File: config.mk
export PLATFORM = sky130hd
export DESIGN_NAME = bgdtd_mac
export DESIGN_NICKNAME = d
export VERILOG_FILES = /design/src/hw/rtl/bgdtd_pkg.sv /design/src/hw/rtl/bgdtd_mac.sv
export SDC_FILE = /design/constraint.sdc
export NUM_CORES = 2
export LEC_CHECK = 0
export ABC_AREA = 1
export BUFFER_PORTS_ARGS = -buffer_cell sky130_fd_sc_hd__buf_2
export CORE_ASPECT_RATIO = 1.1
export CORE_MARGIN = 8
export CORE_UTILIZATION = 39
export DETAILED_ROUTE_END_ITERATION = 10
export GPL_ROUTABILITY_DRIVEN = 0
export SYNTH_ARGS = -nofsm -noshare
export SYNTH_HDL_FRONTEND = slang
export SYNTH_SLANG_ARGS = --single-unit
File: constraint.sdc
create_clock -name clk -period 11 [get_ports clk]
set_input_delay 2.2 -clock clk [delete_from_list [all_inputs] [get_ports clk]]
set_output_delay 2.2 -clock clk [all_outputs]
set_load 0.02 [all_outputs]
File: src/hw/rtl/bgdtd_pkg.sv
// shared types and constants for the banded gram product block
`default_nettype none

package bgdtd_pkg;

  localparam int MAX_BAND_DEF    = 8;
  localparam int COLUMN_BITS_DEF = 16;
  localparam int COEF_W          = 32;
  localparam int VALUE_W         = 64;
  localparam int BAND_CFG_W      = 4;

  localparam logic [BAND_CFG_W-1:0] BAND_RESET = 4'd3;

  typedef struct packed {
    logic signed [COEF_W-1:0] coef;
    logic                     final_coef;
  } in_t;

  typedef struct packed {
    logic signed [VALUE_W-1:0] band_value;
    logic [2:0]                band_row;
    logic [15:0]               band_column;
    logic                      run_last;
  } out_t;

endpackage

`default_nettype wire

File: src/hw/rtl/bgdtd_mac.sv
// multiply and saturating accumulate pipeline for window updates
`default_nettype none

module bgdtd_mac import bgdtd_pkg::*; #(
  parameter int AW = 6
) (
  input  wire logic                      clk,
  input  wire logic                      rst_n,
  input  wire logic                      issue,
  input  wire logic [AW-1:0]             issue_addr,
  input  wire logic                      issue_hit,
  input  wire logic signed [COEF_W-1:0]  coef,
  input  wire logic signed [COEF_W-1:0]  rb_data,
  input  wire logic [VALUE_W-1:0]        acc_data,
  output logic                           wr_en,
  output logic [AW-1:0]                  wr_addr,
  output logic [VALUE_W-1:0]             wr_data,
  output logic                           busy
);

  logic                       s1_v_r, s2_v_r;
  logic [AW-1:0]              s1_addr_r, s2_addr_r;
  logic                       s1_hit_r;
  logic signed [VALUE_W-1:0]  prod_nxt, prod_r;
  logic signed [VALUE_W-1:0]  acc_nxt, acc_r;
  logic signed [VALUE_W-1:0]  sum;
  logic                       ovf;

  assign prod_nxt = coef * rb_data;
  assign acc_nxt  = s1_hit_r ? $signed(acc_data) : '0;

  always_ff @(posedge clk) begin
    if (!rst_n) begin
      s1_v_r <= 1'b0;
      s2_v_r <= 1'b0;
    end else begin
      s1_v_r <= issue;
      s2_v_r <= s1_v_r;
    end
  end

  always_ff @(posedge clk) begin
    s1_addr_r <= issue_addr;
    s1_hit_r  <= issue_hit;
    s2_addr_r <= s1_addr_r;
    prod_r    <= prod_nxt;
    acc_r     <= acc_nxt;
  end

  assign sum = acc_r + prod_r;
  assign ovf = (acc_r[VALUE_W-1] == prod_r[VALUE_W-1]) && (sum[VALUE_W-1] != acc_r[VALUE_W-1]);

  always_comb begin
    if (!ovf) begin
      wr_data = sum;
    end else if (acc_r[VALUE_W-1]) begin
      wr_data = {1'b1, {(VALUE_W-1){1'b0}}};
    end else begin
      wr_data = {1'b0, {(VALUE_W-1){1'b1}}};
    end
  end

  assign wr_en   = s2_v_r;
  assign wr_addr = s2_addr_r;
  assign busy    = s1_v_r | s2_v_r;

endmodule

`default_nettype wire

==> impl_results.md <==
- RSZ-0062 raised after global routing: false
- Proportion of netlist area held by the largest area contributor: 44.84%
- Placeable core area: 123100 um^2
- Most used standard cells in the synthesized netlist: 1964 x sky130_fd_sc_hd__inv_1, 1913 x sky130_fd_sc_hd__nand2_1, 1083 x sky130_fd_sc_hd__fa_1
- Hold slack final: 328.9 ps
- Buffers inserted by post-CTS timing repair: 0
- Vertical extent of the die: 385.3 um
- Synth area leaders: sky130_fd_sc_hd__fa_1 45%, sky130_fd_sc_hd__inv_1 15%, sky130_fd_sc_hd__nand2_1 15%
- Vias in the first global route: 42763
- Count of flip-flops with a built-in enable after synthesis: 0
- Post-synthesis to final-layout area growth: 6.198%
- Fmax: 103.7 MHz
- Library cell contributing the largest single delay on the critical path: sky130_fd_sc_hd__fa_1
- Max Cap Viol: 0
- First-pass DRT Iterations: 5
- Worst-margin pin slew: 1146 ps
- Max_slew headroom: 23.59%
- Clock network latency to the later pin of the worst-skew pair: 450 ps
- Fin. max-slew vios: 0
- Total via count in the routed design: 39701
- Category of the worst setup path capture point: flop
- Multi-input combinational cell area: 37150 um^2
- Number of I/O pins: 210
- GRT Resource Usage Total: 21.97%
- Share of post-route cells with drive strength above 1: 5.987%
- Final worst-path cycle share: 87.64%
- TritonCTS clock tree: yes
- Cell count after synthesis: 6512
- Setup Skew: 12.52 ps
- Clock buffers created by TritonCTS: 17
- H-tree depth: 4
- Synth Warn #: 0
- Post-cts gate resize count: 0
- Cell area after placement: 50710 um^2
- Cell area after synthesis: 48350 um^2
- DR iter-0 viols: 2757
- Met1 global-route usage: 28.66%
- Share of flip-flops with an asynchronous set or reset after synthesis: 0%
- Netlist cell types: 43
- Pin count of the biggest net entering global routing: 65
- Post-route standard cell area excluding fillers: 51350 um^2
- Number of buffers added to fix hold violations after cts: 0
- Met3 track demand over resource: 2.458%
- Top FF cell, synth: sky130_fd_sc_hd__dfxtp_1
- Initial antenna violation count: 15
- DIE AREA: 135500 um^2
- Fin crit period: 9640 ps
- Final setup viols: 0
- Synth area leader: sky130_fd_sc_hd__fa_1
- Effective utilization at floorplan: 39.27%
- CTS root buffer: sky130_fd_sc_hd__clkbuf_16
- Register cell area after layout: 2864 um^2
- Status: finished clean
- Post-Synthesis Net Count: 7980
- Fin nets: 8019
- Clock-pin slew on the worst setup and hold paths: 70 ps
- Flip-flop and latch count after synthesis: 143
- Data required time of the critical path: 11360 ps
- Grt met2 use: 37.89%
- Critical-path maximum fanout: 32
- Average instance area after synthesis: 7.425 um^2
- Die X-Extent: 351.7 um
- Accumulated negative setup slack: 0 ps
- Total number of placement rows: 135
- Number of sinks on the clock net: 143
- Arrival @ worst endpoint: 10000 ps
- Worst stage delay on the critical path: 830 ps
- Number of failing hold endpoints at the final stage: 0
- Fraction of the yosys area taken by sequential cells: 5.921%
- Maximum count of clock buffers along a single path: 2
- Buffers on Ports: 209
- Wire length of the first global-routing pass: 234600 um
- Via density per instance: 4.833
- Category of the most critical setup path: in2reg
- Filler instances: 12799
- Post-detailed-route wirelength per cell: 17.84 um
- Path category of the worst min-delay check: reg2reg
- Remaining DRCs: 0
- Final standard cell count with taps included and fillers excluded: 8215
- Most numerous cell in the Yosys netlist: sky130_fd_sc_hd__inv_1
- Antenna-violating nets left: 0
- Busiest layer in global routing: met2
- Startpoint class of the critical path: primary input
- Sum of overflow across all layers after global routing: 0
- HPWL after DPL: 126100 um
- Number of instances in the placed design: 8176
- Aggregate routed wire length: 146600 um
[worst max-delay path, delay by kind of cell]
kind | cells | cell delay [ps]
and+or+nand+nor | 4 | 480
AOI/OAI and AO/OA | 4 | 910
buffers and inverters | 9 | 1810
adders and majority gates | 9 | 4580
[layout make-up]
class                      count  share of cell area, %
multi-input combinational   4178                  72.36
inverter                    1981                  14.48
sequential                   143                  5.578
tap                         1644                  4.006
timing repair buffer         230                  2.344
clock buffer                  17                 0.8285
clock inverter                15                 0.3704
antenna                        7                0.03411
[state kept, by name (all words and copies together), names as in the netlist]
signal,flops
s1_addr_r,6
prod_r,64
s1_hit_r,1
wr_en,1
acc_r,64
s1_v_r,1
wr_addr,6
[cell usage in the layout (no fill, tap or decap), types with 9 or more instances in the layout]
| cell type | netlist | routed |
|---|---|---|
| sky130_fd_sc_hd__inv_1 | 1964 | 1964 |
| sky130_fd_sc_hd__nand2_1 | 1913 | 1913 |
| sky130_fd_sc_hd__fa_1 | 1083 | 1083 |
| sky130_fd_sc_hd__nor2_1 | 262 | 262 |
| sky130_fd_sc_hd__ha_1 | 247 | 247 |
| sky130_fd_sc_hd__buf_2 | 0 | 209 |
| sky130_fd_sc_hd__nand3_1 | 180 | 180 |
| sky130_fd_sc_hd__dfxtp_1 | 143 | 142 |
| sky130_fd_sc_hd__a21oi_1 | 126 | 126 |
| sky130_fd_sc_hd__o21ai_0 | 67 | 67 |
| sky130_fd_sc_hd__xor2_1 | 44 | 44 |
| sky130_fd_sc_hd__nand2_2 | 41 | 41 |
| sky130_fd_sc_hd__xnor2_1 | 38 | 38 |
| sky130_fd_sc_hd__nand4_1 | 36 | 36 |
| sky130_fd_sc_hd__o21ai_2 | 25 | 25 |
| sky130_fd_sc_hd__buf_4 | 3 | 21 |
| sky130_fd_sc_hd__nor3_1 | 20 | 20 |
| sky130_fd_sc_hd__inv_2 | 17 | 17 |
| sky130_fd_sc_hd__clkbuf_16 | 0 | 17 |
| sky130_fd_sc_hd__o21bai_1 | 12 | 12 |
| sky130_fd_sc_hd__nand3b_1 | 12 | 12 |
| sky130_fd_sc_hd__or2_2 | 9 | 9 |
[stage by stage]
step / util [%] / worst slack, ps
floorplan: - / 2103
global placement: 41.19 / 991.6
detailed placement: 41.19 / 859.3
CTS: 41.69 / 1360
global route: 41.69 / 747.5
finish: 41.70 / 1360
[metal layers]
layer,up-vias,wire (um)
met5,-,93
met4,14,5399
met3,308,9173
met2,1344,70370
met1,19717,61530
li1,18318,-
[worst paths after layout]
kind                startpoint         end  slack [ps]  depth (start not counted)
setup / recovery      coef[31]  prod_r[59]        1360                         26
hold / removal    s1_addr_r[2]  wr_addr[2]         330                          0
setup reg to reg      s1_hit_r   acc_r[15]        9470                          2
hold reg to reg   s1_addr_r[2]  wr_addr[2]         330                          0
[cells by family (layout without fill, tap and decap cells)]
kind of cell             Yosys count  in the layout  synth area share, %
flip-flops                       143            143                5.921
buffers and inverters           2191           2243                17.24
AO/OA/AOI/OAI                    254            254                3.069
other                              0              7                    0
AND/OR/NAND/NOR                 2512           2512                21.06
XOR/XNOR                          82             82                1.485
adder cells (fa/ha/maj)         1330           1330                51.23
Power is left out: the tool's default activity adds up to more than one toggle a clock period on the data nets, which glitch-free logic cannot reach.
