[src/hw/rtl/bgdtd_ram.sv]
// generic simple dual port ram with registered read
`default_nettype none

module bgdtd_ram #(
  parameter int WIDTH = 32,
  parameter int DEPTH = 8
) (
  input  wire logic                                   clk,
  input  wire logic                                   we,
  input  wire logic [(DEPTH > 1 ? $clog2(DEPTH) : 1)-1:0] waddr,
  input  wire logic [WIDTH-1:0]                       wdata,
  input  wire logic                                   re,
  input  wire logic [(DEPTH > 1 ? $clog2(DEPTH) : 1)-1:0] raddr,
  output logic      [WIDTH-1:0]                       rdata
);

  logic [WIDTH-1:0] mem_r [DEPTH];
  logic [WIDTH-1:0] rdata_r;

  always_ff @(posedge clk) begin
    if (we) begin
      mem_r[waddr] <= wdata;
    end
    if (re) begin
      rdata_r <= mem_r[raddr];
    end
  end

  assign rdata = rdata_r;

endmodule

`default_nettype wire

[config.mk]
export PLATFORM = sky130hd
export DESIGN_NAME = bgdtd_ram
export DESIGN_NICKNAME = d
export VERILOG_FILES = /design/src/hw/rtl/bgdtd_ram.sv
export SDC_FILE = /design/constraint.sdc
export NUM_CORES = 1
export LEC_CHECK = 0
export BUFFER_PORTS_ARGS = -buffer_cell sky130_fd_sc_hd__buf_2
export CAP_MARGIN = 20
export CORE_MARGIN = 2
export CORE_UTILIZATION = 30
export CTS_BUF_LIST = sky130_fd_sc_hd__clkbuf_4
export DETAILED_ROUTE_END_ITERATION = 8
export PLACE_DENSITY = 0.45
export SYNTH_ARGS = -nofsm -noshare
export SYNTH_HDL_FRONTEND = slang
export SYNTH_SLANG_ARGS = --single-unit
[constraint.sdc]
create_clock -name clk -period 2.9 [get_ports clk]
set_input_delay 0.145 -clock clk [delete_from_list [all_inputs] [get_ports clk]]
set_output_delay 0.145 -clock clk [all_outputs]
set_load 0.01 [all_outputs]
==> metrics.yaml, run 1 <==
startpoint_type: "register"
core_um2: 35500
synth_warnings: 0
peakVddDrop_uv: 201
place_area_um2: 11900
place_inst: 943
cp_max_fo: 1
layout.nets: 635
fin_crit_ns: 1.42
clk_latency_ns: 0.65
post-route-util_pct: 37.2
holdPathEnd: "mem_r[6][13]$_DFFE_PP_"
synth.distinct_cells: 12
fillers: 3263
synth_nets: 456
grt_overflow_total: 0
post-route-cell-area_um2: 13200
grt_first_pass_wirelength_um: 34300
regToRegSetupSlack_ns: 1.48
rows: 69
drtIter0Drc: 249
antenna_found_initial: 1
worstRegToRegCells: 2
critPathTopFamily: "multiplexers"
routed_via_density: 4.55
cts_tree: "done"
critPathSlowestCell: "mux4_1"
fp.dieW_um: 194
drive_above_1_share_pct: 42.4
tightest_slew_ns: 0.774
internal_power_mw: 7.07
timing.fmax_mhz: 705
postCtsSetupBuffers: 0
cts_resized: 0
num_vias: 5022
cp_num_buf_inv: 0
netlist_area_um2: 10800
htree_levels: 3
final_common_cell: "edfxtp_1"
p_comb_share_pct: 5.6
grtUsageTotal_pct: 12.3
power.switching_mw: 1.83
finalSetupViolations: 0
dieArea_um2: 37500
syn_avg_cell_area_um2: 26.0
yosysSeqAreaShare_pct: 80.2
timing.rr.end: "rdata[8]$_DFFE_PP_"
p_seq_share_pct: 53.9
hold_start: "waddr[1]"
dp_hpwl_um: 11700
portBuffers: 72
cts.clk_slew.worst_paths_ns: 0.06
finalWorstSetupSlack_ns: 1.48
finClkSkew_ns: 0.0307
setup-tns-final_ns: 0
rsz0062_at_grt: "false"
place_ws_ns: 0.889
status: "finished, final reports clean"
end_kind: "register"
cts_sinks: 288
slew_headroom_pct: 48.3
cts_buffers: 76
ys_ff_latch: 288
p_per_area_nw_per_um2: 673
drv_slew: 0
clk_path_buf_depth: 3
slowest_delay_ns: 0.53
clkPwrFrac_pct: 40.5
worst_hold_path.num_cells: 3
criticalPathCategory: "reg -> reg"
initial_core_util_pct: 30.4
firstDrtPassIters: 4
grt_max_degree: 65
synth_cells: 415
finalPower_mw: 8.90
ios: 73
drc_errors: 0
stdcell_count: 1104
gp_congestion: 0.648
drt-total-wl_um: 22500
reg2reg_from: "mem_r[1][8]$_DFFE_PP_"
arrival_ns: 1.83
path_cells: "mux4_1 > mux2_2"
hold_class: "in -> reg"
die_h_um: 194
grt_pass1_vias: 5585
period_share_pct: 48.9
hold_viol: 0
p_leak_nw: 4.49
final_cell_mix: "288 x edfxtp_1, 116 x clkbuf_4, 71 x buf_2"
wl_per_cell_um: 20.4
root_buffer: "clkbuf_4"
drv_cap: 0
p_sw_share_pct: 20.6
ant_nets: 0
hold_ws_ns: 0.175
required_ns: 3.32
syn_to_final_growth_pct: 22.5
power groups by stage:
stage          logic (mW)  registers, mW  clock network (mW)
4_1_cts             0.510           4.80                3.78
2_1_floorplan       0.238           4.89                   0
3_3_place_gp        0.461           4.88                   0
3_5_place_dp        0.473           4.88                   0
6_report            0.496           4.79                3.61
5_1_grt             0.541           4.81                3.98
routing by layer:
| metal | part of all wire, % | GRT usage (%) |
|---|---|---|
| met2 | 52 | 21.6 |
| met1 | 41 | 14.4 |
| met5 | 0 | 0 |
| met3 | 4.7 | 3.18 |
| met4 | 2.4 | 5.03 |
area by class of cell:
class                   count  area, um^2  share of cell area, %
multi-input cells         109        2080                   15.7
clock buffers             116         871                   6.59
flip-flops and latches    288        8650                   65.5
clock inverters            10         125                  0.947
diodes                      1        2.50                 0.0189
repair buffers            119         911                   6.89
well taps                 461         577                   4.37
cells in the mapped netlist, drive strengths merged:
cell / n / area (um^2)
nor3: 2 / 10.0
nand2b: 3 / 18.8
clkbuf: 1 / 3.75
nand2: 2 / 7.51
edfxtp: 288 / 8650
nor2: 6 / 22.5
mux4: 64 / 1590
buf: 17 / 124
mux2: 32 / 360
cell families after synthesis:
logic type	synth area share [%]
buffers and inverters	1.18
DFF	80.2
muxes	18.1
and+or+nand+nor	0.545
tightest hold or removal path, stage by stage:
cell and delay, ns:
buf_2 0.15, nand2b_1 0.19, nor2_4 0.14
how the worst max path moves through the flow:
stage | cells after the start | slack, ns | endpoint | startpoint
floorplan | 2 | 0.77 | mem_r[1][0]$_DFFE_PP_ | waddr[2]
finish | 2 | 1.48 | rdata[8]$_DFFE_PP_ | mem_r[1][8]$_DFFE_PP_
global placement | 4 | 0.89 | rdata[14]$_DFFE_PP_ | raddr[0]
CTS | 1 | 1.40 | rdata[5] | rdata[5]$_DFFE_PP_
detailed placement | 4 | 0.89 | rdata[14]$_DFFE_PP_ | raddr[0]
global route | 1 | 1.39 | rdata[1] | rdata[1]$_DFFE_PP_
state kept, by name (all words and copies together) (netlist names):
| name | flops |
|---|---|
| rdata | 32 |
| mem_r | 256 |
what timing repair did:
| item | CTS | global route |
|---|---|---|
| endpoints found under the hold margin | 256 | 14 |
| setup endpoints to repair | 0 | 0 |
| hold buffers | 32 | 1 |
No activity file was read; power rests on OpenSTA's default activity.
==> inputs of run 2 (changes only) <==
--- a/config.mk
+++ b/config.mk
@@ -11,7 +11,7 @@
 export CORE_UTILIZATION = 30
 export CTS_BUF_LIST = sky130_fd_sc_hd__clkbuf_4
 export DETAILED_ROUTE_END_ITERATION = 8
-export PLACE_DENSITY = 0.45
+export PLACE_DENSITY = 0.43
 export SYNTH_ARGS = -nofsm -noshare
 export SYNTH_HDL_FRONTEND = slang
 export SYNTH_SLANG_ARGS = --single-unit
==> constraint.sdc (replaced) <==
create_clock -name clk -period 1.4 [get_ports clk]
set_input_delay 0.07 -clock clk [delete_from_list [all_inputs] [get_ports clk]]
set_output_delay 0.07 -clock clk [all_outputs]
set_load 0.01 [all_outputs]
==> metrics.yaml, run 2 (synthesis gave the netlist of run 1 again) <==
firstDrtPassIters: 4  # unchanged
status: "complete, but fails checks"  # was finished, final reports clean
ant_nets: 0  # unchanged
final_common_cell: "edfxtp_1"  # unchanged
cts_buffers: 77  # was 76
timing.fmax_mhz: 688  # was 705 MHz
place_inst: 960  # was 943
die_h_um: 194  # unchanged
ios: 73  # unchanged
tightest_slew_ns: 0.290  # was 0.774 ns
grt_first_pass_wirelength_um: 35400  # was 34,300 um
post-route-util_pct: 37.8  # was 37.2%
setup-tns-final_ns: -0.0527  # was 0 ns
clk_path_buf_depth: 3  # unchanged
drc_errors: 0  # unchanged
cp_max_fo: 1  # unchanged
wl_per_cell_um: 20.9  # was 20.4 um
clk_latency_ns: 0.69  # was 0.65 ns
hold_class: "in -> reg"  # unchanged
peakVddDrop_uv: 558  # was 201 uV
num_vias: 5042  # was 5,022
drt-total-wl_um: 23700  # was 22,500 um
rsz0062_at_grt: "true"  # was false
postCtsSetupBuffers: 0  # unchanged
gp_congestion: 0.654  # was 0.648
core_um2: 35500  # unchanged
path_cells: "mux4_2 > mux2_4"  # was mux4_1 > mux2_2
htree_levels: 3  # unchanged
grt_overflow_total: 0  # unchanged
worstRegToRegCells: 2  # unchanged
routed_via_density: 4.45  # was 4.55
fin_crit_ns: 1.45  # was 1.42 ns
finalWorstSetupSlack_ns: -0.0525  # was 1.48 ns
cts_sinks: 288  # unchanged
layout.nets: 657  # was 635
rows: 69  # unchanged
slew_headroom_pct: 80.7  # was 48.3%
cts_tree: "done"  # unchanged
syn_to_final_growth_pct: 24.2  # was 22.5%
grtUsageTotal_pct: 12.8  # was 12.3%
seqCellArea_um2: 8650  # unchanged
worst_hold_path.num_cells: 3  # unchanged
end_kind: "register"  # unchanged
required_ns: 1.78  # was 3.32 ns
drtIter0Drc: 232  # was 249
initial_core_util_pct: 30.4  # unchanged
slowest_delay_ns: 0.47  # was 0.53 ns
grt_max_degree: 33  # was 65
dieArea_um2: 37500  # unchanged
antenna_found_initial: 1  # unchanged
stdcell_count: 1134  # was 1,104
drv_slew: 0  # unchanged
drv_cap: 0  # unchanged
final_cell_mix: "288 x edfxtp_1, 103 x clkbuf_4, 70 x buf_2"  # was 288 x edfxtp_1, 116 x clkbuf_4, 71 x buf_2
holdPathEnd: "rdata[2]$_DFFE_PP_"  # was mem_r[6][13]$_DFFE_PP_
largest-register: "mem_r"  # unchanged
root_buffer: "clkbuf_4"  # unchanged
hold_start: "raddr[2]"  # was waddr[1]
fp.dieW_um: 194  # unchanged
critPathSlowestCell: "mux4_2"  # was mux4_1
reg2reg_from: "mem_r[6][5]$_DFFE_PP_"  # was mem_r[1][8]$_DFFE_PP_
criticalPathCategory: "reg -> reg"  # unchanged
multiInputGateArea_um2: 2000  # was 2080 um^2
violations: "setup timing"
portBuffers: 72  # unchanged
p_leak_nw: 4.50  # was 4.49 nW
p_per_area_nw_per_um2: 1350  # was 673 nW/um^2
hold_viol: 0  # unchanged
grt_pass1_vias: 5823  # was 5,585
regToRegSetupSlack_ns: -0.05  # was 1.48 ns
timing.rr.end: "rdata[5]$_DFFE_PP_"  # was rdata[8]$_DFFE_PP_
period_share_pct: 104  # was 48.9%
largest_reg_flops: 256  # unchanged
finalSetupViolations: 2  # was 0
fillers: 3298  # was 3,263
arrival_ns: 1.83  # about the same
dp_hpwl_um: 12900  # was 11,700 um
startpoint_type: "register"  # unchanged
finClkSkew_ns: 0.0634  # was 0.0307 ns
cts.clk_slew.worst_paths_ns: 0.07  # was 0.06 ns
drive_above_1_share_pct: 46.5  # was 42.4%
[run 2: cell count changes in the layout (fill, tap and decap cells not counted), sizes merged, moves of 2 or more]
cell,delta
clkbuf,-13
buf,+16
bufinv,-2
clkinvlp,+2
dlygate4sd3,+5
clkinv,+20
[run 2: worst max-delay path by stage]
stage,cells past startpoint,start,slack [ns],to
after CTS,2,mem_r[6][5]$_DFFE_PP_,-0.05,rdata[5]$_DFFE_PP_
after global placement,4,raddr[0],-0.21,rdata[17]$_DFFE_PP_
after floorplan,2,waddr[2],-0.1,mem_r[1][0]$_DFFE_PP_
after detailed placement,4,raddr[0],-0.21,rdata[17]$_DFFE_PP_
after global routing,2,mem_r[6][5]$_DFFE_PP_,-0.08,rdata[5]$_DFFE_PP_
final,2,mem_r[6][5]$_DFFE_PP_,-0.05,rdata[5]$_DFFE_PP_
[run 2: power breakdown]
| group | switching [mW] | leakage, nW | internal (mW) |
|---|---|---|---|
| clock network | 3.41 | 0.555 | 3.64 |
| logic | 0.555 | 1.31 | 0.573 |
| registers | 0.0841 | 2.64 | 9.85 |
[run 2: layout make-up]
type | count | share of cell area [%]
tap | 461 | 4.30
sequential | 288 | 64.5
clock inverter | 31 | 1.29
multi-input combinational | 109 | 14.9
clock buffer | 103 | 5.77
antenna | 2 | 0.0373
timing repair buffer | 140 | 9.14
[run 2: what timing repair did]
| action | 4_1_cts | 5_1_grt |
|---|---|---|
| hold endpoints to repair | 379 | 0 |
| resized for setup | 8 | 22 |
| hold buffers | 38 | 0 |
| endpoints found under the setup margin | 10 | 30 |
| pin swaps | 0 | 0 |
[run 2: worst max-delay path, delay by kind of cell, from the launching register on]
kind / cells / cell delay [ns]
flip-flops: 1 / 0.39
multiplexers: 2 / 0.75
[run 2: routing by layer]
| metal | track usage (%) | part of all wire [%] |
|---|---|---|
| met2 | 21.7 | 51 |
| met1 | 15.5 | 43 |
| met5 | 0 | 0 |
| met3 | 3.22 | 3.6 |
| met4 | 5.60 | 2.4 |
[run 2: per-stage QoR]
step	hold slack [ns]	area (um^2)	power (mW)	setup WS (ns)
after CTS	0.0183	13500	18.5	-0.0467
after global placement	0.327	12200	11.1	-0.213
final	0.0844	13400	18.1	-0.0525
after detailed placement	0.347	12200	11.2	-0.213
after global routing	0.0258	13400	19.0	-0.0793
after floorplan	0.169	10900	10.6	-0.0998
==> inputs of run 3 (changes only) <==
--- a/config.mk
+++ b/config.mk
@@ -7,6 +7,7 @@
 export LEC_CHECK = 0
 export BUFFER_PORTS_ARGS = -buffer_cell sky130_fd_sc_hd__buf_2
 export CAP_MARGIN = 20
+export CORE_ASPECT_RATIO = 0.75
 export CORE_MARGIN = 2
 export CORE_UTILIZATION = 30
 export CTS_BUF_LIST = sky130_fd_sc_hd__clkbuf_4
==> metrics.yaml, run 3 (synthesis gave the netlist of run 1 again) <==
status: "complete, but fails checks"  # unchanged
violations: "setup timing"  # unchanged
drc_errors: 0  # unchanged
cp_max_fo: 1  # unchanged
place_ws_ns: -0.239  # was -0.213 ns
cts_tree: "done"  # unchanged
internal_power_mw: 14.2  # was 14.1 mW
worstRegToRegCells: 2  # unchanged
p_comb_share_pct: 6.2  # about the same
cts_sinks: 288  # unchanged
final_cell_mix: "288 x edfxtp_1, 105 x clkbuf_4, 70 x buf_2"  # was 288 x edfxtp_1, 103 x clkbuf_4, 70 x buf_2
drv_slew: 0  # unchanged
clk_latency_ns: 0.70  # was 0.69 ns
p_per_area_nw_per_um2: 1350  # about the same
p_seq_share_pct: 55.1  # was 54.8%
drt-total-wl_um: 23200  # was 23,700 um
worstSetupStartpoint: "rdata[3]$_DFFE_PP_"  # was mem_r[6][5]$_DFFE_PP_
crit_path_end: "rdata[3]"  # was rdata[5]$_DFFE_PP_
finalSetupViolations: 2  # unchanged
regToRegSetupSlack_ns: -0.01  # was -0.05 ns
num_vias: 4961  # was 5,042
grt_first_pass_wirelength_um: 34500  # was 35,400 um
startpoint_type: "register"  # unchanged
rsz0062_at_grt: "true"  # unchanged
drive_above_1_share_pct: 46.5  # about the same
gp_congestion: 0.644  # was 0.654
firstDrtPassIters: 5  # was 4
ant_nets: 0  # unchanged
layout.nets: 653  # was 657
cts_buffers: 73  # was 77
drtIter0Drc: 297  # was 232
multiInputGateArea_um2: 2000  # about the same
slew_headroom_pct: 72.8  # was 80.7%
root_buffer: "clkbuf_4"  # unchanged
peakVddDrop_uv: 596  # was 558 uV
end_kind: "primary output"  # was register
dp_hpwl_um: 12500  # was 12,900 um
routed_via_density: 4.41  # was 4.45
place_inst: 961  # was 960
htree_levels: 3  # unchanged
setup-tns-final_ns: -0.0278  # was -0.0527 ns
core_um2: 35700  # was 35,500 um^2
grt_max_degree: 35  # was 33
stdcell_count: 1124  # was 1,134
finClkSkew_ns: 0.0426  # was 0.0634 ns
cp_num_buf_inv: 1  # was 0
place_area_um2: 12100  # was 12,200 um^2
syn_to_final_growth_pct: 23.7  # was 24.2%
criticalPathCategory: "reg -> out"  # was reg -> reg
critPathTopFamily: "flip-flops"  # was multiplexers
required_ns: 1.33  # was 1.78 ns
antenna_found_initial: 2  # was 1
postCtsSetupBuffers: 0  # unchanged
grtUsageTotal_pct: 12.8  # about the same
dieArea_um2: 37500  # about the same
cts.clk_slew.worst_paths_ns: 0.07  # about the same
tightest_slew_ns: 0.406  # was 0.290 ns
slowest_delay_ns: 0.46  # was 0.47 ns
hold_class: "in -> reg"  # unchanged
path_cells: "buf_2"  # was mux4_2 > mux2_4
largest_reg_flops: 256  # unchanged
ios: 73  # unchanged
seqCellArea_um2: 8650  # unchanged
initial_core_util_pct: 30.2  # was 30.4%
drv_cap: 0  # unchanged
fillers: 3290  # was 3,298
fp.dieW_um: 223  # was 194 um
die_h_um: 168  # was 194 um
hold_viol: 0  # unchanged
p_sw_share_pct: 21.3  # was 22.3%
grt_overflow_total: 0  # unchanged
cp.depth: 1  # was 2
timing.rr.end: "rdata[1]$_DFFE_PP_"  # was rdata[5]$_DFFE_PP_
timing.fmax_mhz: 704  # was 688 MHz
power.switching_mw: 3.84  # was 4.05 mW
critPathSlowestCell: "edfxtp_1"  # was mux4_2
worst_hold_path.num_cells: 4  # was 3
fin_crit_ns: 1.42  # was 1.45 ns
clkPwrFrac_pct: 38.7  # was 38.9%
rows: 60  # was 69
p_leak_nw: 4.48  # was 4.50 nW
wl_per_cell_um: 20.7  # was 20.9 um
largest-register: "mem_r"  # unchanged
post-route-cell-area_um2: 13300  # was 13,400 um^2
portBuffers: 72  # unchanged
reg2reg_from: "mem_r[7][1]$_DFFE_PP_"  # was mem_r[6][5]$_DFFE_PP_
finalWorstSetupSlack_ns: -0.0201  # was -0.0525 ns
grt_pass1_vias: 5546  # was 5,823
final_common_cell: "edfxtp_1"  # unchanged
period_share_pct: 101  # was 104%
clk_path_buf_depth: 3  # unchanged
arrival_ns: 1.35  # was 1.83 ns
[run 3: worst min-delay path by stage]
stage                          from                      to  slack [ns]
final                      waddr[0]  mem_r[1][28]$_DFFE_PP_        0.12
after global routing       waddr[0]  mem_r[1][21]$_DFFE_PP_        0.03
after CTS                  waddr[0]   mem_r[5][9]$_DFFE_PP_        0.03
after detailed placement  wdata[14]  mem_r[4][14]$_DFFE_PP_        0.34
after global placement     wdata[7]   mem_r[2][7]$_DFFE_PP_        0.32
after floorplan            wdata[0]   mem_r[0][0]$_DFFE_PP_        0.17
[run 3: metrics by stage]
| stage | total power, mW | utilization, % | hold WS [ns] |
|---|---|---|---|
| finish | 18.0 | 37.4 | 0.116 |
| global placement | 11.1 | 34.0 | 0.323 |
| global route | 19.0 | 37.4 | 0.0298 |
| detailed placement | 11.1 | 34.0 | 0.343 |
| floorplan | 10.6 | - | 0.169 |
| CTS | 18.4 | 37.6 | 0.0294 |
[run 3: area by class of cell]
| cell class | count | area share [%] |
|---|---|---|
| clock inverter | 14 | 0.825 |
| sequential | 288 | 64.8 |
| timing repair buffer | 140 | 9.05 |
| antenna | 3 | 0.0562 |
| multi-input combinational | 109 | 15.0 |
| tap | 465 | 4.36 |
| clock buffer | 105 | 5.91 |
[run 3: worst reg2reg max path, cell delays in order, from the launching register on]
cell      delay (ns)
edfxtp_1        0.38
mux4_2          0.48
mux2_4          0.27
[run 3: power groups by stage]
stage,combinational [mW],sequential (mW),clock [mW]
floorplan,0.516,10.1,0
global placement,1.01,10.1,0
detailed placement,1.03,10.1,0
CTS,1.13,9.94,7.31
global route,1.22,9.96,7.80
finish,1.12,9.93,6.99
[run 3: repair_timing]
action                                 CTS  global route
gates resized for setup                  4            31
setup endpoints to repair               27            59
hold buffers                            41             0
endpoints found under the hold margin  561             0
cloned                                   0             0
[run 3: metal layers]
metal,part of all wire (%),up-vias,global-route usage [%]
met2,49,147,21.1
met1,42,2545,15.8
li1,-,2237,-
met4,1.2,0,4.49
met5,0,-,0
met3,7.0,32,4.40
